<file path="src/psd_pkg.sv">
// Shared types and constants of the point-to-segment distance block.
// Used by the front, queue, back and top-level modules; depends on nothing.
`timescale 1ns / 1ps

package psd_pkg;

  localparam int CW      = 32;          // coordinate width
  localparam int DW      = CW + 1;      // coordinate difference width
  localparam int PW      = 2 * DW;      // product of two differences
  localparam int SQW     = PW;          // squared length, sum of three squares
  localparam int CRW     = PW + 1;      // cross-product component
  localparam int NUMW    = 2 * SQW;     // squared cross-product norm
  localparam int QW      = SQW;         // quotient width
  localparam int ROOTW   = QW / 2;      // root width, also the distance width
  localparam int IN_DW   = 9 * CW;      // input tdata width
  localparam int OUT_DW  = 40;          // output tdata width, whole bytes
  localparam int QDEPTH  = 4;
  localparam int QAW     = 2;

  typedef enum logic [1:0] {
    PART_INTERIOR = 2'd0,
    PART_START    = 2'd1,
    PART_END      = 2'd2
  } part_t;

  typedef struct packed {
    logic  degen;
    part_t part;
  } meta_t;

  // One classified item as it waits between front and back.
  typedef struct packed {
    meta_t                     meta;
    logic                      is_end;   // endpoint case: root of sq directly
    logic [SQW-1:0]            sq;
    logic [SQW-1:0]            dd;
    logic [2:0][CRW-1:0]       cr;
  } item_t;

endpackage

</file>
<file path="src/psd_queue.sv">
// Short queue of classified items between the front and back parts.
// Depends on psd_pkg.
`timescale 1ns / 1ps

module psd_queue (
  input  logic            clk,
  input  logic            rst_n,
  input  logic            push_valid,
  output logic            push_ready,
  input  psd_pkg::item_t  push_item,
  output logic            pop_valid,
  input  logic            pop_ready,
  output psd_pkg::item_t  pop_item
);

  psd_pkg::item_t             mem_r [psd_pkg::QDEPTH];
  logic [psd_pkg::QAW-1:0]    wr_ptr_r, rd_ptr_r;
  logic [psd_pkg::QAW:0]      count_r;
  logic                       push, pop;

  assign push_ready = (count_r != 3'(psd_pkg::QDEPTH));
  assign pop_valid  = (count_r != '0);
  assign push       = push_valid && push_ready;
  assign pop        = pop_valid && pop_ready;
  assign pop_item   = mem_r[rd_ptr_r];

  always_ff @(posedge clk) begin
    if (!rst_n) begin
      wr_ptr_r <= '0;
      rd_ptr_r <= '0;
      count_r  <= '0;
    end else begin
      if (push) wr_ptr_r <= wr_ptr_r + 1'b1;
      if (pop)  rd_ptr_r <= rd_ptr_r + 1'b1;
      if (push && !pop)      count_r <= count_r + 1'b1;
      else if (pop && !push) count_r <= count_r - 1'b1;
    end
  end

  always_ff @(posedge clk) begin
    if (push) mem_r[wr_ptr_r] <= push_item;
  end

endmodule

</file>
<file path="config.mk">
export PLATFORM = sky130hd
export DESIGN_NAME = psd_queue
export DESIGN_NICKNAME = d
export VERILOG_FILES = /design/src/psd_pkg.sv /design/src/psd_queue.sv
export SDC_FILE = /design/constraint.sdc
export NUM_CORES = 1
export LEC_CHECK = 0
export BUFFER_PORTS_ARGS = -buffer_cell sky130_fd_sc_hd__buf_2
export CAP_MARGIN = 30
export CORE_UTILIZATION = 36
export CTS_CLUSTER_DIAMETER = 40
export DETAILED_ROUTE_END_ITERATION = 6
export MAX_ROUTING_LAYER = met4
export PLACE_DENSITY = 0.5
export SYNTH_ARGS = -nofsm -noshare
export SYNTH_HDL_FRONTEND = slang
export SYNTH_SLANG_ARGS = --single-unit
</file>
<file path="constraint.sdc">
create_clock -name clk -period 12.9 [get_ports clk]
set_input_delay 1.935 -clock clk [delete_from_list [all_inputs] [get_ports clk]]
set_output_delay 1.935 -clock clk [all_outputs]
set_load 0.03 [all_outputs]
</file>
# Word level (Yosys, flattened, before mapping)
# Memories as Yosys holds them, arrays and structs flattened. A register that Yosys moved wholly into a read port is not among the register bits.
# Index checks and enable logic that the tools add are counted.
[word_totals]
reg_bits = 7
latchBits = 0
ram_bits = 1348
mem_bits_ro = 0
output_inout_bits = 339
memories = 1
[op_classes]
addsub = 4
n_mul = 0
div = 0
n_lt_le_gt_ge = 0
n_eq_ne = 1
shift = 0
muxes = 6
bitwise_logic = 0
n_reduce_logical = 8
[memory_table]
columns = ["memory", "words", "word_bits", "read_ports", "rd_ports_with_merged_regs", "write_ports", "line", "source"]
rows = [
  ["mem_r", 4, 337, 1, 1, 1, "psd_queue.sv:16", "psd_pkg::item_t mem_r [psd_pkg::QDEPTH];"],
]
[ops]
columns = ["cell", "n"]
rows = [
  ["$mux 3", 2],
  ["$add 2x1->2 const B", 2],
  ["$logic_and 1x1->1", 4],
  ["$mux 2", 2],
  ["$add 3x1->3 const B", 1],
  ["$ne 3x3->1 const B", 1],
  ["$reduce_bool 3->1", 1],
  ["$sub 3x1->3 const B", 1],
  ["$logic_not 1->1", 2],
  ["$mux 1", 2],
  ["$reduce_bool 2->1", 1],
]

# Depth between registers and ports, before layout
[logic_depth]
word_depth = 6
ltp_mapped = 8
mapped_depth_nobuf = 8

# Worst setup path before layout
# No wires, ideal clock.
[synth_path]
path_kind = "input-to-reg"
from = "in push_valid"
to = "mem mem_r[0][0] (netlist name), enable pin"
setup_ns = 0.742
t_arrival_ns = 9.883
t_required_ns = 12.158
setup_slack_ns = 2.275
path_stages = 2
cell_sequence = "a21boi_2 -> and2_1"
[synth_via]
elab_chain_cells = 3
[synth_rtl]
columns = ["element", "line", "source"]
rows = [
  ["from (decl)", "psd_queue.sv:8", "input logic push_valid,"],
  ["$logic_and 1x1->1", "psd_queue.sv:23", "assign push = push_valid && push_ready;"],
  ["$mux 1", "psd_queue.sv:41", "if (push) mem_r[wr_ptr_r] <= push_item;"],
  ["$mux 1 (implied by the code)", "psd_queue.sv:41", ""],
  ["to (decl)", "psd_queue.sv:16", ""],
]
# Every way passes these cells.

==> results.sh <==
export IMPL_p_leak_nw=20.3
export IMPL_final_layout_size_suffix_gt1_frac=0.488
export IMPL_slew_viol_final=0
export IMPL_p_sw_frac=0.310
export IMPL_clock_sinks=1357
export IMPL_instances_no_fill=4612
export IMPL_grt_pass1_vias=24100
export IMPL_hold_depth=2
export IMPL_synthTopCellsByArea="edfxtp_1 (82%), mux4_2 (15%), buf_12 (1.5%)"
export IMPL_post_cts_buffers=0
export IMPL_syn_area_mm2=0.0495
export IMPL_die_area_mm2=0.139
export IMPL_grt_usage=0.164
export IMPL_min_delay_start="wr_ptr_r[1]$_SDFFE_PN0P_"
export IMPL_cpPeakStageDelay_ns=0.73
export IMPL_die_h_um=373
export IMPL_arrival_ns=3.91
export IMPL_worstReg2RegEnd="mem_r[3][234]$_DFFE_PP_"
export IMPL_skew_ns=0.0270
export IMPL_synth_distinct_cells=24
export IMPL_placed_area_mm2=0.0546
export IMPL_internal_power_w=0.00973
export IMPL_multi_input_area_mm2=0.00788
export IMPL_avgSynthCellArea_um2=27.4
export IMPL_synth_edff_count=1348
export IMPL_setup_viol=0
export IMPL_netlist_top_cell_by_area="edfxtp_1"
export IMPL_r2r_start="count_r[0]$_SDFFE_PN0P_"
export IMPL_worst_ir_drop_vdd_mv=0.157
export IMPL_outcome="finished clean"
export IMPL_cts_made_buffers=185
export IMPL_ys_ff_latch=1357
export IMPL_routed_wl_mm=111
export IMPL_cts_clk_slew_worst_paths_ns=0.05
export IMPL_area_delta_synth_final_pct=23.5
export IMPL_relSlewSlack=0.254
export IMPL_critPathMaxFanout=100
export IMPL_clock_root_buffer="clkbuf_16"
export IMPL_synth_most_common_cell="edfxtp_1"
export IMPL_worstPathRequired_ns=10.97
export IMPL_start_kind="flip-flop"
export IMPL_pwr_density_cell_mw_per_mm2=231
export IMPL_synth_commonest_cells="edfxtp_1 (1348), mux4_2 (337), buf_12 (36)"
export IMPL_via_per_inst=4.88
export IMPL_path_cells="buf_12 > buf_12 > mux4_2 > buf_2"
export IMPL_grt_pass1_wl_mm=163
export IMPL_rsz0062_at_grt="no"
export IMPL_timing_setup_tns_ns=0
export IMPL_seq_area_mm2=0.0407
export IMPL_cts_resized_gates=0
export IMPL_yosysSeqAreaShare=0.822
export IMPL_cts_tree="built"
export IMPL_grt_max_degree=145
export IMPL_power_total_w=0.0141
export IMPL_fmaxAchievable_mhz=171
export IMPL_end_kind="primary output"
export IMPL_clkPwrFrac=0.363
export IMPL_power_switching_w=0.00437
export IMPL_r2r_cells=6
export IMPL_period_minus_slack_ns=5.84
export IMPL_async_reset_ff_frac=0
export IMPL_clockBufferDepth=3
export IMPL_synthDominantCellAreaShare=0.818
export IMPL_slowest_stage="dfxtp_4"
export IMPL_crit_top_cell="buf_12"
export IMPL_finalHoldViolCount=0
export IMPL_path_buf_inv=3
export IMPL_seq_power_share=0.389
export IMPL_cap_violations=0
export IMPL_gr_total_overflow=0
export IMPL_synthCells=1808
export IMPL_clkLatencyLatePin_ns=0.77
export IMPL_crit_type="flip-flop to primary output"
export IMPL_post_drt_wl_per_cell_um=24.1
export IMPL_io_pin_count=680
export IMPL_dr_first_iter_drc_count=1410
export IMPL_n_fill_cell=11400
export IMPL_period_share=0.453
export IMPL_cts_hold_buf=0
export IMPL_gp_congestion=0.747
export IMPL_io_buffers=679
export IMPL_comb_power_share=0.249
export IMPL_path_delay_family="buffers and inverters"
export IMPL_drc=0
export IMPL_htreeDepth=4
export IMPL_yosys_warnings=0
export IMPL_hold_path_end="wr_ptr_r[1]$_SDFFE_PN0P_"
export IMPL_dr_pass1_iters=5
export IMPL_rrSetupSlack_ns=9.14
export IMPL_route_vias_total=22500
export IMPL_dp_hpwl_mm=68.2
export IMPL_rows=135
export IMPL_syn_nets=2155
export IMPL_start_util=0.364
export IMPL_tightest_slew_ns=1.12
export IMPL_dp_cells=4217
export IMPL_fin_nets=2970
export IMPL_utilization=0.449
export IMPL_die_w_um=373
export IMPL_final_area_mm2=0.0611
export IMPL_antenna_found_initial=60
export IMPL_hp_class="flip-flop to flip-flop"
export IMPL_core_area_mm2=0.136
export IMPL_ant_nets=0
export IMPL_ys_flop_type="edfxtp_1"
==> per-layer routing <==
| layer | up-vias | GRT usage | share of wire |
|---|---|---|---|
| li1 | 9686 | - | - |
| met1 | 11800 | 0.189 | 0.38 |
| met2 | 768 | 0.264 | 0.50 |
| met3 | 216 | 0.0632 | 0.092 |
| met4 | 0 | 0.0549 | 0.026 |
| met5 | - | - | 0 |
==> placed cells by master (no fill, tap or decap), types with 2 or more instances in the layout <==
cell and count:
edfxtp_1 1348, buf_2 679, mux4_2 337, clkbuf_16 189
diode_2 47, clkinv_2 29, inv_6 22, bufinv_16 21
clkinv_1 20, clkinvlp_4 19, clkbuf_1 18, clkinv_4 12
buf_4 11, buf_12 10, inv_8 9, dfxtp_1 7
nand2_1 5, ha_1 5, and2_4 4, and2_1 4
clkinv_8 4, clkinv_16 4, buf_16 4, inv_1 3
xnor2_1 3, mux2i_1 3, or3_1 2, dfxtp_4 2
==> registers in the layout, summed over array words and instances, names as in the netlist, named ones only <==
name      count
count_r       3
mem_r      1348
wr_ptr_r      2
rd_ptr_r      2
==> power groups by stage <==
stage | logic, W | registers (W) | clock network (W)
2_1_floorplan | 0.00269 | 0.00567 | 0
3_3_place_gp | 0.00356 | 0.00556 | 0
3_5_place_dp | 0.00358 | 0.00558 | 0
4_1_cts | 0.00360 | 0.00549 | 0.00524
5_1_grt | 0.00370 | 0.00552 | 0.00541
6_report | 0.00351 | 0.00548 | 0.00512
==> metrics by stage <==
step,hold slack [ns],worst slack [ns]
after floorplan,0.468,2.27
after global placement,0.481,7.40
after detailed placement,0.504,7.58
after CTS,0.512,6.87
after global routing,0.533,6.66
final,0.509,7.06
==> how the worst max path moves through the flow <==
| stage | slack, ns | endpoint | from | cells past startpoint |
|---|---|---|---|---|
| final | 7.06 | pop_item[231] | flip-flop | 4 |
| after global routing | 6.66 | pop_item[117] | flip-flop | 4 |
| after CTS | 6.87 | pop_item[231] | flip-flop | 4 |
| after detailed placement | 7.58 | mem_r[3][245]$_DFFE_PP_ | push_valid | 6 |
| after global placement | 7.40 | mem_r[3][243]$_DFFE_PP_ | push_valid | 5 |
| after floorplan | 2.27 | mem_r[0][0]$_DFFE_PP_ | push_valid | 2 |
==> kinds of logic (layout without fill, tap and decap cells) <==
| group | count (synthesis) | count (layout) | share of synthesized area |
|---|---|---|---|
| AO/OA/AOI/OAI | 5 | 5 | 0.000809 |
| flip-flops | 1357 | 1357 | 0.822 |
| XOR/XNOR | 4 | 4 | 0.000708 |
| AND/OR/NAND/NOR | 17 | 17 | 0.00185 |
| adder cells (fa/ha/maj) | 6 | 6 | 0.00167 |
| other | 0 | 47 | 0 |
| buffers and inverters | 79 | 1055 | 0.0191 |
| multiplexers | 340 | 340 | 0.154 |
==> worst reg2reg max path, stage by stage (launching register included) <==
cell and delay, ns:
dfxtp_1 0.45, nor2_1 0.12, a21boi_2 0.34, and2_4 0.47, buf_16 0.32, buf_4 0.77
buf_4 0.82
==> area by class of cell <==
class	count	share of cell area
antenna	47	0.00193
clock buffer	208	0.0788
clock inverter	140	0.0258
inverter	3	0.000184
multi-input combinational	372	0.129
sequential	1357	0.666
tap	1781	0.0365
timing repair buffer	704	0.0621
(Power assumes the default switching activity.)
